**config.mk**
```make
export PLATFORM = sky130hd
export DESIGN_NAME = goback_n_frame_receiver_core
export DESIGN_NICKNAME = d
export VERILOG_FILES = /design/src/rtl/gbr_pkg.sv /design/src/rtl/gbr_front.sv /design/src/rtl/gbr_cmd_fifo.sv /design/src/rtl/gbr_back.sv /design/src/rtl/goback_n_frame_receiver_core.sv
export SDC_FILE = /design/constraint.sdc
export NUM_CORES = 1
export LEC_CHECK = 0
export ABC_AREA = 1
export BUFFER_PORTS_ARGS = -buffer_cell sky130_fd_sc_hd__buf_4
export CAP_MARGIN = 40
export CORE_ASPECT_RATIO = 0.7
export CORE_MARGIN = 4
export CORE_UTILIZATION = 57
export DETAILED_ROUTE_END_ITERATION = 16
export MAX_ROUTING_LAYER = met4
export PLACE_DENSITY = 0.85
export SYNTH_ARGS = -nofsm -noshare
export SYNTH_HDL_FRONTEND = slang
export SYNTH_SLANG_ARGS = --single-unit
```
**constraint.sdc**
```tcl
create_clock -name clk -period 5.7 [get_ports clk]
set_input_delay 0.285 -clock clk [delete_from_list [all_inputs] [get_ports clk]]
set_output_delay 0.285 -clock clk [all_outputs]
set_load 0.1 [all_outputs]
```
**src/rtl/gbr_pkg.sv**
```systemverilog
// gbr_pkg: shared types, constants and helpers of the go-back-n frame receiver
// used by gbr_front, gbr_cmd_fifo, gbr_back and goback_n_frame_receiver_core
// no dependencies
`default_nettype none

package gbr_pkg;

    localparam int PAYLOAD_BYTES_DEF     = 21;
    localparam int FRAMES_PER_PACKET_DEF = 7;
    localparam int QUEUE_DEPTH           = 2;

    localparam int HDR_BYTES = 6;
    localparam int SEQ_W     = 3;
    localparam int CNT_W     = 6;
    localparam int ADDR_W    = 5;

    localparam logic [7:0] FLAG_BYTE = 8'h7E;
    localparam logic [7:0] TYPE_ACK  = 8'h00;

    typedef enum logic [1:0] {
        KIND_ACK_RX  = 2'd0,
        KIND_ACK_TX  = 2'd1,
        KIND_PAYLOAD = 2'd2
    } kind_t;

    typedef enum logic [2:0] {
        ST_IDLE = 3'b001,
        ST_ACK  = 3'b010,
        ST_PAY  = 3'b100
    } back_state_t;

    // judged frame handed from front to back
    typedef struct packed {
        logic             is_ack;
        logic [7:0]       seq;
        logic [7:0]       src;
        logic [7:0]       station;
        logic [7:0]       ack_sum;
        logic [CNT_W-1:0] cnt;
        logic [7:0]       off_base;
        logic             done;
    } cmd_t;

    // payload store write port
    typedef struct packed {
        logic              we;
        logic [ADDR_W-1:0] addr;
        logic [7:0]        data;
    } pw_t;

    function automatic logic [4:0] nib2(input logic [7:0] b);
        return 5'(b[3:0]) + 5'(b[7:4]);
    endfunction

endpackage

`default_nettype wire

```
**src/rtl/gbr_front.sv**
```systemverilog
// gbr_front: byte parser, header capture, checksum and frame judgement
// depends on gbr_pkg; pushes judged frames to gbr_cmd_fifo, writes payload into gbr_back
`default_nettype none

module gbr_front
    import gbr_pkg::*;
#(
    parameter int PAYLOAD_BYTES     = PAYLOAD_BYTES_DEF,
    parameter int FRAMES_PER_PACKET = FRAMES_PER_PACKET_DEF
)
(
    input  wire logic       clk,
    input  wire logic       rst_n,
    input  wire logic       station_id_we,
    input  wire logic [7:0] station_id_wdata,
    input  wire logic       s_tvalid,
    output logic            s_tready,
    input  wire logic [7:0] s_tdata,
    input  wire logic       s_tuser,
    input  wire logic       lock,
    input  wire logic       q_full,
    output logic            push,
    output cmd_t            cmd,
    output pw_t             pw
);

    localparam int POS_W   = $clog2(PAYLOAD_BYTES + 9);
    localparam int SUM_W   = $clog2(30 * (PAYLOAD_BYTES + 5) + 1);
    localparam int PAY_END = PAYLOAD_BYTES + HDR_BYTES;
    localparam int CK_HI   = PAYLOAD_BYTES + 7;
    localparam int FOOT    = PAYLOAD_BYTES + 8;

    logic             in_frame_reg, in_frame_next;
    logic [POS_W-1:0] pos_reg, pos_next;
    logic [SUM_W-1:0] sum_reg, sum_next;
    logic             check_ok_reg, check_ok_next;
    logic [SEQ_W-1:0] last_reg, last_next;
    logic [7:0]       station_id_reg;
    logic [7:0]       hdr_reg [0:HDR_BYTES-1];
    logic [7:0]       cklo_reg;

    logic             accept;
    logic             eff_in;
    logic [POS_W-1:0] p;
    logic [SUM_W-1:0] sum_base;
    logic [15:0]      sum16;
    logic             in_sum_range;
    logic             footer;
    logic             frame_ok;
    logic             is_ack_type;
    logic             seq_match;
    logic             seq_final;

    assign s_tready = !(lock && in_frame_reg && pos_reg >= POS_W'(HDR_BYTES)
                        && pos_reg < POS_W'(PAY_END))
                   && !(q_full && in_frame_reg && pos_reg == POS_W'(FOOT));

    assign accept       = s_tvalid && s_tready;
    assign eff_in       = s_tuser || in_frame_reg;
    assign p            = s_tuser ? '0 : pos_reg;
    assign sum_base     = s_tuser ? '0 : sum_reg;
    assign sum16        = 16'(sum_reg);
    assign in_sum_range = (p >= POS_W'(1)) && (p < POS_W'(PAY_END));

    assign frame_ok    = (hdr_reg[0] == FLAG_BYTE) && (hdr_reg[4] == station_id_reg)
                      && check_ok_reg;
    assign is_ack_type = (hdr_reg[1] == TYPE_ACK);
    assign seq_match   = ((8'(last_reg) + 8'd1) == hdr_reg[2]);
    assign seq_final   = (hdr_reg[2] == 8'(FRAMES_PER_PACKET));
    assign footer      = accept && eff_in && (p == POS_W'(FOOT));
    assign push        = footer && frame_ok && (is_ack_type || seq_match);

    always_comb
    begin
        cmd.is_ack   = is_ack_type;
        cmd.seq      = hdr_reg[2];
        cmd.src      = hdr_reg[3];
        cmd.station  = station_id_reg;
        cmd.ack_sum  = 8'(nib2(hdr_reg[2])) + 8'(nib2(station_id_reg))
                     + 8'(nib2(hdr_reg[3])) + 8'(nib2(8'(PAYLOAD_BYTES)));
        cmd.cnt      = (hdr_reg[5] > 8'(PAYLOAD_BYTES)) ? CNT_W'(PAYLOAD_BYTES)
                                                        : hdr_reg[5][CNT_W-1:0];
        cmd.off_base = 8'(8'(PAYLOAD_BYTES) * 8'(last_reg));
        cmd.done     = seq_final;
    end

    always_comb
    begin
        pw.we   = accept && eff_in && (p >= POS_W'(HDR_BYTES)) && (p < POS_W'(PAY_END));
        pw.addr = ADDR_W'(p - POS_W'(HDR_BYTES));
        pw.data = s_tdata;
    end

    always_comb
    begin
        in_frame_next = in_frame_reg;
        pos_next      = pos_reg;
        sum_next      = sum_reg;
        check_ok_next = check_ok_reg;
        last_next     = last_reg;
        if (accept && eff_in)
        begin
            sum_next = in_sum_range ? sum_base + SUM_W'(nib2(s_tdata)) : sum_base;
            if (p == POS_W'(CK_HI))
            begin
                check_ok_next = (cklo_reg == sum16[7:0]) && (s_tdata == sum16[15:8]);
            end
            if (p == POS_W'(FOOT))
            begin
                in_frame_next = 1'b0;
                pos_next      = '0;
                if (push && !is_ack_type)
                begin
                    last_next = seq_final ? '0 : last_reg + SEQ_W'(1);
                end
            end
            else
            begin
                in_frame_next = 1'b1;
                pos_next      = p + POS_W'(1);
            end
        end
    end

    always_ff @(posedge clk or negedge rst_n)
    begin
        if (!rst_n)
        begin
            in_frame_reg   <= 1'b0;
            pos_reg        <= '0;
            sum_reg        <= '0;
            check_ok_reg   <= 1'b0;
            last_reg       <= '0;
            station_id_reg <= '0;
        end
        else
        begin
            in_frame_reg <= in_frame_next;
            pos_reg      <= pos_next;
            sum_reg      <= sum_next;
            check_ok_reg <= check_ok_next;
            last_reg     <= last_next;
            if (station_id_we)
            begin
                station_id_reg <= station_id_wdata;
            end
        end
    end

    // header bytes and checksum low byte
    always_ff @(posedge clk)
    begin
        if (accept && eff_in && p < POS_W'(HDR_BYTES))
        begin
            hdr_reg[p[2:0]] <= s_tdata;
        end
        if (accept && eff_in && p == POS_W'(PAY_END))
        begin
            cklo_reg <= s_tdata;
        end
    end

endmodule

`default_nettype wire

```
**src/rtl/gbr_cmd_fifo.sv**
```systemverilog
// gbr_cmd_fifo: short queue of judged frames between front and back
// depends on gbr_pkg (cmd_t, QUEUE_DEPTH)
`default_nettype none

module gbr_cmd_fifo
    import gbr_pkg::*;
(
    input  wire logic clk,
    input  wire logic rst_n,
    input  wire logic push,
    input  wire cmd_t cmd_in,
    input  wire logic pop,
    output cmd_t      cmd_out,
    output logic      empty,
    output logic      full
);

    localparam int AW = $clog2(QUEUE_DEPTH);
    localparam int CW = $clog2(QUEUE_DEPTH + 1);

    cmd_t          q_mem [0:QUEUE_DEPTH-1];
    logic [AW-1:0] wr_ptr_reg, rd_ptr_reg;
    logic [CW-1:0] count_reg;

    assign empty   = (count_reg == '0);
    assign full    = (count_reg == CW'(QUEUE_DEPTH));
    assign cmd_out = q_mem[rd_ptr_reg];

    always_ff @(posedge clk or negedge rst_n)
    begin
        if (!rst_n)
        begin
            wr_ptr_reg <= '0;
            rd_ptr_reg <= '0;
            count_reg  <= '0;
        end
        else
        begin
            if (push)
            begin
                wr_ptr_reg <= wr_ptr_reg + AW'(1);
            end
            if (pop)
            begin
                rd_ptr_reg <= rd_ptr_reg + AW'(1);
            end
            if (push && !pop)
            begin
                count_reg <= count_reg + CW'(1);
            end
            else if (pop && !push)
            begin
                count_reg <= count_reg - CW'(1);
            end
        end
    end

    always_ff @(posedge clk)
    begin
        if (push)
        begin
            q_mem[wr_ptr_reg] <= cmd_in;
        end
    end

endmodule

`default_nettype wire

```
**src/rtl/gbr_back.sv**
```systemverilog
// gbr_back: result sequencer, payload store and output register
// depends on gbr_pkg; takes judged frames from gbr_cmd_fifo
`default_nettype none

module gbr_back
    import gbr_pkg::*;
#(
    parameter int PAYLOAD_BYTES = PAYLOAD_BYTES_DEF
)
(
    input  wire logic        clk,
    input  wire logic        rst_n,
    input  wire logic        q_empty,
    input  wire cmd_t        q_cmd,
    output logic             q_pop,
    input  wire pw_t         pw,
    output logic             busy,
    output logic             m_tvalid,
    input  wire logic        m_tready,
    output logic [23:0]      m_tdata,
    output logic [1:0]       m_tuser,
    output logic             m_tlast
);

    localparam int POS_W = $clog2(PAYLOAD_BYTES + 9);
    localparam int IDX_W = (PAYLOAD_BYTES > 1) ? $clog2(PAYLOAD_BYTES) : 1;
    localparam int FOOT  = PAYLOAD_BYTES + 8;

    logic [7:0]       store_mem [0:PAYLOAD_BYTES-1];

    back_state_t      state_reg, state_next;
    logic [POS_W-1:0] idx_reg, idx_next;
    logic [IDX_W-1:0] i_reg, i_next;
    logic             out_valid_reg, out_valid_next;
    cmd_t             cmd_reg;
    kind_t            out_kind_reg;
    logic [7:0]       out_data_reg;
    logic [7:0]       out_off_reg;
    logic             out_done_reg;
    logic             out_last_reg;

    logic             advance;
    logic             load;
    logic             pay_last;
    logic             ack_end;
    logic [7:0]       ack_byte;

    assign advance  = !out_valid_reg || m_tready;
    assign q_pop    = advance && (state_reg == ST_IDLE) && !q_empty;
    assign load     = q_pop || (advance && state_reg != ST_IDLE);
    assign pay_last = ((CNT_W'(i_reg) + CNT_W'(1)) == cmd_reg.cnt);
    assign ack_end  = (idx_reg == POS_W'(FOOT));
    assign busy     = (state_reg != ST_IDLE);

    always_comb
    begin
        if (idx_reg == POS_W'(0) || idx_reg == POS_W'(FOOT))
        begin
            ack_byte = FLAG_BYTE;
        end
        else if (idx_reg == POS_W'(2))
        begin
            ack_byte = cmd_reg.seq;
        end
        else if (idx_reg == POS_W'(3))
        begin
            ack_byte = cmd_reg.station;
        end
        else if (idx_reg == POS_W'(4))
        begin
            ack_byte = cmd_reg.src;
        end
        else if (idx_reg == POS_W'(5))
        begin
            ack_byte = 8'(PAYLOAD_BYTES);
        end
        else if (idx_reg == POS_W'(PAYLOAD_BYTES + 6))
        begin
            ack_byte = cmd_reg.ack_sum;
        end
        else
        begin
            ack_byte = 8'd0;
        end
    end

    always_comb
    begin
        state_next     = state_reg;
        idx_next       = idx_reg;
        i_next         = i_reg;
        out_valid_next = advance ? load : out_valid_reg;
        unique case (state_reg)
            ST_IDLE:
            begin
                if (q_pop && !q_cmd.is_ack)
                begin
                    state_next = ST_ACK;
                    idx_next   = POS_W'(1);
                end
            end
            ST_ACK:
            begin
                if (advance)
                begin
                    if (ack_end)
                    begin
                        state_next = (cmd_reg.cnt == '0) ? ST_IDLE : ST_PAY;
                        i_next     = '0;
                    end
                    else
                    begin
                        idx_next = idx_reg + POS_W'(1);
                    end
                end
            end
            ST_PAY:
            begin
                if (advance)
                begin
                    if (pay_last)
                    begin
                        state_next = ST_IDLE;
                    end
                    else
                    begin
                        i_next = i_reg + IDX_W'(1);
                    end
                end
            end
            default:
            begin
                state_next = ST_IDLE;
            end
        endcase
    end

    always_ff @(posedge clk or negedge rst_n)
    begin
        if (!rst_n)
        begin
            state_reg     <= ST_IDLE;
            idx_reg       <= '0;
            i_reg         <= '0;
            out_valid_reg <= 1'b0;
        end
        else
        begin
            state_reg     <= state_next;
            idx_reg       <= idx_next;
            i_reg         <= i_next;
            out_valid_reg <= out_valid_next;
        end
    end

    always_ff @(posedge clk)
    begin
        if (pw.we)
        begin
            store_mem[pw.addr[IDX_W-1:0]] <= pw.data;
        end
    end

    always_ff @(posedge clk)
    begin
        if (q_pop)
        begin
            cmd_reg <= q_cmd;
        end
        if (load)
        begin
            unique case (state_reg)
                ST_IDLE:
                begin
                    out_kind_reg <= q_cmd.is_ack ? KIND_ACK_RX : KIND_ACK_TX;
                    out_data_reg <= q_cmd.is_ack ? q_cmd.seq : FLAG_BYTE;
                    out_off_reg  <= 8'd0;
                    out_done_reg <= 1'b0;
                    out_last_reg <= q_cmd.is_ack;
                end
                ST_ACK:
                begin
                    out_kind_reg <= KIND_ACK_TX;
                    out_data_reg <= ack_byte;
                    out_off_reg  <= 8'd0;
                    out_done_reg <= 1'b0;
                    out_last_reg <= ack_end && (cmd_reg.cnt == '0);
                end
                ST_PAY:
                begin
                    out_kind_reg <= KIND_PAYLOAD;
                    out_data_reg <= store_mem[i_reg];
                    out_off_reg  <= cmd_reg.off_base + 8'(i_reg);
                    out_done_reg <= cmd_reg.done && pay_last;
                    out_last_reg <= pay_last;
                end
                default:
                begin
                    out_kind_reg <= KIND_ACK_TX;
                    out_data_reg <= 8'd0;
                    out_off_reg  <= 8'd0;
                    out_done_reg <= 1'b0;
                    out_last_reg <= 1'b0;
                end
            endcase
        end
    end

    assign m_tvalid = out_valid_reg;
    assign m_tdata  = {7'd0, out_done_reg, out_off_reg, out_data_reg};
    assign m_tuser  = out_kind_reg;
    assign m_tlast  = out_last_reg;

endmodule

`default_nettype wire

```
**src/rtl/goback_n_frame_receiver_core.sv**
```systemverilog
// goback_n_frame_receiver_core: go-back-n frame receiver, top level
// depends on gbr_pkg, gbr_front, gbr_cmd_fifo, gbr_back
//
// usage
//  s_* takes one received byte per item; s_tuser high marks the first byte of
//  a frame and always restarts parsing. a frame is PAYLOAD_BYTES+9 bytes.
//  station_id_we/station_id_wdata set the station address; write it only
//  while the block is idle.
//  m_* gives result items; m_tuser is the kind (ack received, ack frame byte
//  to send, payload byte) and m_tlast closes the run caused by one footer.
// timing
//  bytes are taken one per cycle while a frame streams in. the footer pushes
//  a judged frame into a two-entry queue; the back pops it into its output
//  register and then gives one result per cycle while m_tready is high: one
//  ack received item for an ack frame, else PAYLOAD_BYTES+9 ack frame bytes
//  plus up to PAYLOAD_BYTES payload bytes, set by the back sequencer.
//  payload bytes of the next frame wait until the queue is empty and the back
//  sequencer is idle again; a footer waits while the queue is full.
// reset
//  rst_n clears parser, sequence, queue and output valid; station_id is 0.
//  when m_tready is low the output register holds and the back stalls.
`default_nettype none

module goback_n_frame_receiver_core
    import gbr_pkg::*;
#(
    parameter int PAYLOAD_BYTES     = PAYLOAD_BYTES_DEF,
    parameter int FRAMES_PER_PACKET = FRAMES_PER_PACKET_DEF
)
(
    input  wire logic        clk,
    input  wire logic        rst_n,
    input  wire logic        station_id_we,
    input  wire logic [7:0]  station_id_wdata,
    input  wire logic        s_tvalid,
    output logic             s_tready,
    input  wire logic [7:0]  s_tdata,   // rx_byte
    input  wire logic        s_tuser,   // frame_start
    output logic             m_tvalid,
    input  wire logic        m_tready,
    output logic [23:0]      m_tdata,   // data_byte, payload_offset, packet_done
    output logic [1:0]       m_tuser,   // kind
    output logic             m_tlast
);

    logic push;
    logic pop;
    logic q_empty;
    logic q_full;
    logic busy;
    logic lock;
    cmd_t cmd_in;
    cmd_t cmd_out;
    pw_t  pw;

    assign lock = busy || !q_empty;

    gbr_front #(
        .PAYLOAD_BYTES     (PAYLOAD_BYTES),
        .FRAMES_PER_PACKET (FRAMES_PER_PACKET)
    ) u_front (
        .clk              (clk),
        .rst_n            (rst_n),
        .station_id_we    (station_id_we),
        .station_id_wdata (station_id_wdata),
        .s_tvalid         (s_tvalid),
        .s_tready         (s_tready),
        .s_tdata          (s_tdata),
        .s_tuser          (s_tuser),
        .lock             (lock),
        .q_full           (q_full),
        .push             (push),
        .cmd              (cmd_in),
        .pw               (pw)
    );

    gbr_cmd_fifo u_fifo (
        .clk     (clk),
        .rst_n   (rst_n),
        .push    (push),
        .cmd_in  (cmd_in),
        .pop     (pop),
        .cmd_out (cmd_out),
        .empty   (q_empty),
        .full    (q_full)
    );

    gbr_back #(
        .PAYLOAD_BYTES (PAYLOAD_BYTES)
    ) u_back (
        .clk      (clk),
        .rst_n    (rst_n),
        .q_empty  (q_empty),
        .q_cmd    (cmd_out),
        .q_pop    (pop),
        .pw       (pw),
        .busy     (busy),
        .m_tvalid (m_tvalid),
        .m_tready (m_tready),
        .m_tdata  (m_tdata),
        .m_tuser  (m_tuser),
        .m_tlast  (m_tlast)
    );

    a_store_locked: assert property (@(posedge clk) disable iff (!rst_n)
        pw.we |-> !lock)
        else $error("payload store written while back still reads it");

    a_no_push_full: assert property (@(posedge clk) disable iff (!rst_n)
        push |-> !q_full)
        else $error("judged frame pushed into full queue");

    a_ack_rx_last: assert property (@(posedge clk) disable iff (!rst_n)
        (m_tvalid && m_tuser == KIND_ACK_RX) |-> m_tlast)
        else $error("ack received item not alone in its run");

    a_done_last: assert property (@(posedge clk) disable iff (!rst_n)
        (m_tvalid && m_tdata[16]) |-> (m_tlast && m_tuser == KIND_PAYLOAD))
        else $error("packet done on an item that does not close the run");

endmodule

`default_nettype wire
```
==> key figures <==
Drt
  • 1st-pass router iterations: 6
  • Iter 0 DRT Violations: 2115
  • DR DRC count: 0
  • Via count: 13.02k
  • DRT antenna net count: 0
  • WL final: 44.27 mm
  • Vias/cell: 5.895
  • WL/cell: 20.04 um

GRT
  • Initial antenna violation count: 0
  • Largest net degree at the start of global routing: 81
  • Gr ovfl total: 0
  • First-pass GRT wire length: 69.23 mm
  • GRT Resource Usage Total: 0.2510
  • Vias in the first global route: 12.63k

Yosys
  • Syn avg cell area: 11.23 um^2
  • Post-synthesis sequential area ratio: 0.6661
  • Number of synthesized flops with an enable pin: 384
  • Yosys Warn Count: 0
  • #FFs+latches synth: 430
  • Asr flop ratio synth: 0.1070
  • Top FF cell, synth: edfxtp_1
  • Synthesized instance count: 1695
  • Syn Std Cell Area: 0.01904 mm^2
  • Yosys cell types: 46

Setup path
  • Critical path endpoint category: register
  • Critical path data arrival time: 4.58 ns
  • CP Max Fanout: 4
  • WP data required: 6.04 ns
  • Setup Crit Path Kind: reg2reg
  • Startpoint types: register

Pwr
  • Switch share: 0.3177
  • Internal power: 0.005860 W
  • Leak: 8.299 nW
  • Clock power frac: 0.308
  • Sw power: 0.002729 W
  • Worst vdd ir: 0.0002202 V
  • Comb pwr share: 0.236
  • P per Cell Area: 406.3 mW/mm^2
  • Sequential share of power: 0.456

CTS
  • CTS root buf: clkbuf_16
  • H-tree depth: 2
  • Clk sinks: 430
  • CTS max path bufs: 3
  • CTS buffer count: 40
  • Reg clk slew, reported paths: 0.06 ns
  • CTS tree: done
  • Clk_lat worst skew: 0.54 ns

Run
  • Max cap viols: 0

Placed design
  • Final HPWL DP: 28.46 mm
  • IO Port Bufs: 43
  • Area after DPL: 0.01979 mm^2
  • Gp weighted congestion: 0.8963

Timing
  • Final Max Tran Viols: 0
  • Worst Tran Pin Value: 1.003 ns
  • Final setup violation count: 0
  • Skew final: 0.02551 ns
  • Post-route minimum period: 4.245 ns
  • Unrepaired setup endpoints after global routing: false
  • Hold WS: 0.01458 ns
  • FMAX: 0.2356 GHz
  • Max-slew headroom: 0.3289
  • Fin. Hold Viols: 0
  • Period utilization: 0.7448
  • Setup_tns: 0 ns

Final layout
  • Area growth from synthesis to layout: 11.01%
  • Filler instances: 2297
  • Max reg flops: 168
  • Layout cell share with drive strength beyond 1: 0.09203
  • Nets: 1835
  • Post-route cell area: 0.02114 mm^2
  • Ant. Diodes: 0

Floorplan
  • Die footprint: 0.03644 mm^2
  • Core area: 0.03262 mm^2
  • Die width: 226.5 um
  • Initial core utilization: 0.5838
  • Top-level I/O count: 51
  • Die Height: 160.9 um
  • # rows: 55

Status
  • Status: finished clean

Worst hold path
  • Hold crit path type: in2reg
[metrics by stage]
stage	instances	power, W	utilization	worst slack (ns)
final	2209	0.008588	0.6481	1.455
after global routing	2209	0.008945	0.6481	1.299
after CTS	2207	0.008584	0.6476	1.470
after detailed placement	2129	0.005950	0.6066	1.487
after global placement	2121	0.005845	0.6049	1.631
after floorplan	1703	0.005385	-	1.232
[what timing repair did]
action | 4_1_cts | 5_1_grt
hold endpoints to repair | 50 | 0
gates resized for setup | 0 | 0
buffers inserted | 0 | 0
hold buffers | 6 | 0
[worst max-delay path, cell delays in order (launching register included)]
cell and delay (ns):
dfrtp_1 0.38, inv_1 0.12, fa_1 0.54, inv_1 0.06
fa_1 0.48, ha_1 0.25, fa_1 0.49, inv_1 0.05
ha_1 0.29, fa_1 0.46, inv_1 0.08, ha_1 0.18
inv_1 0.06, fa_1 0.39, o21ai_0 0.25
[routing by layer]
layer	global-route usage	vias to the layer above	part of all wire
li1	-	5895	-
met1	0.3587	6244	0.41
met2	0.3686	770	0.45
met3	0.05810	112	0.11
met4	0.06692	0	0.024
met5	-	-	0
[synthesized netlist by cell type (2+ instances only)]
cell type,n,area share
xnor2_1,7,0.0032
buf_1,4,0.00079
or2_2,7,0.0023
o31ai_1,3,0.0012
nor3_1,18,0.0047
inv_1,135,0.027
ha_1,42,0.028
buf_2,17,0.0045
nand3_2,2,0.0011
o22ai_1,9,0.0030
inv_2,8,0.0016
o21ai_0,131,0.034
nand2_1,372,0.073
nor4_1,2,0.00066
buf_4,10,0.0039
nor2_1,222,0.044
o21ai_2,2,0.00092
nand2_2,5,0.0016
fa_1,19,0.020
nand4_1,18,0.0059
nand3_1,78,0.021
dfrtp_1,45,0.059
xor2_1,22,0.010
mux2i_1,4,0.0021
clkbuf_1,29,0.0057
o211ai_1,32,0.013
nor2_4,3,0.0018
a21oi_1,41,0.011
edfxtp_1,384,0.61
o21a_1,3,0.0012
nand3b_1,2,0.00079
nor2_2,5,0.0016
[cell type report]
| type | count | area, um^2 | share of cell area |
|---|---|---|---|
| Timing Repair Buffer | 68 | 518.0 | 0.02450 |
| Multi-Input combinational cell | 1067 | 5575 | 0.2637 |
| Clock inverter | 23 | 212.7 | 0.01006 |
| Inverter | 145 | 546.8 | 0.02587 |
| Sequential cell | 430 | 12690 | 0.6001 |
| Tap cell | 427 | 534.3 | 0.02527 |
| Clock buffer | 49 | 1066 | 0.05043 |
[final timing paths]
| check | start | endpoint | slack (ns) | depth (start not counted) |
|---|---|---|---|---|
| max | u_front.station_id_reg[1] | u_fifo.q_mem[1][21] | 1.45 | 14 |
| min | station_id_wdata[7] | u_front.station_id_reg[7] | 0.01 | 3 |
| min in group asynchronous | rst_n | u_front.sum_reg[5] | 0.32 | 2 |
| max in group asynchronous | rst_n | u_back.i_reg[1] | 4.85 | 2 |
| min reg2reg | u_front.hdr_reg[3][6] | u_fifo.q_mem[1][37] | 0.48 | 0 |
| max reg2reg | u_front.station_id_reg[1] | u_fifo.q_mem[1][21] | 1.45 | 14 |
[kinds of logic after synthesis]
logic type / share of synthesized area
buffers and inverters: 0.04422
AND/OR/NAND/NOR: 0.1591
flip-flops: 0.6661
adder cells (fa/ha/maj): 0.04757
AO/OA/AOI/OAI: 0.06676
multiplexers: 0.002694
other: 0.0001969
XOR/XNOR: 0.01334
[placed cells by master, fill, tap and decap left out, types with 2 or more instances in the layout]
| master | instances |
|---|---|
| mux2i_1 | 4 |
| clkinv_1 | 6 |
| buf_4 | 55 |
| nand2_2 | 5 |
| nor2_4 | 4 |
| xnor2_1 | 7 |
| o22ai_1 | 9 |
| o211ai_1 | 32 |
| clkbuf_1 | 7 |
| a21oi_1 | 40 |
| nor2_2 | 5 |
| or2_2 | 7 |
| bufinv_16 | 4 |
| o21ai_0 | 131 |
| xor2_1 | 22 |
| nor2_1 | 221 |
| nand4_1 | 18 |
| dfrtp_1 | 43 |
| nand3b_1 | 2 |
| buf_2 | 6 |
| ha_1 | 42 |
| nor4_1 | 2 |
| inv_2 | 8 |
| o31ai_1 | 3 |
| nand2_1 | 372 |
| clkbuf_16 | 41 |
| conb_1 | 9 |
| dlygate4sd3_1 | 6 |
| nor3_1 | 17 |
| o21ai_2 | 2 |
| nand3_2 | 2 |
| inv_1 | 135 |
| clkinv_2 | 13 |
| nand3_1 | 78 |
| o21a_1 | 3 |
| fa_1 | 19 |
| edfxtp_1 | 384 |
| dfrtp_2 | 2 |
[power groups by stage]
stage                     clock (W)  combinational (W)  sequential, W
after global routing        0.00281            0.00221        0.00393
after floorplan                   0            0.00109        0.00430
after global placement            0            0.00188        0.00397
final                       0.00265            0.00203        0.00391
after CTS                   0.00266            0.00201        0.00391
after detailed placement          0            0.00197        0.00398
(Power assumes the default switching activity.)
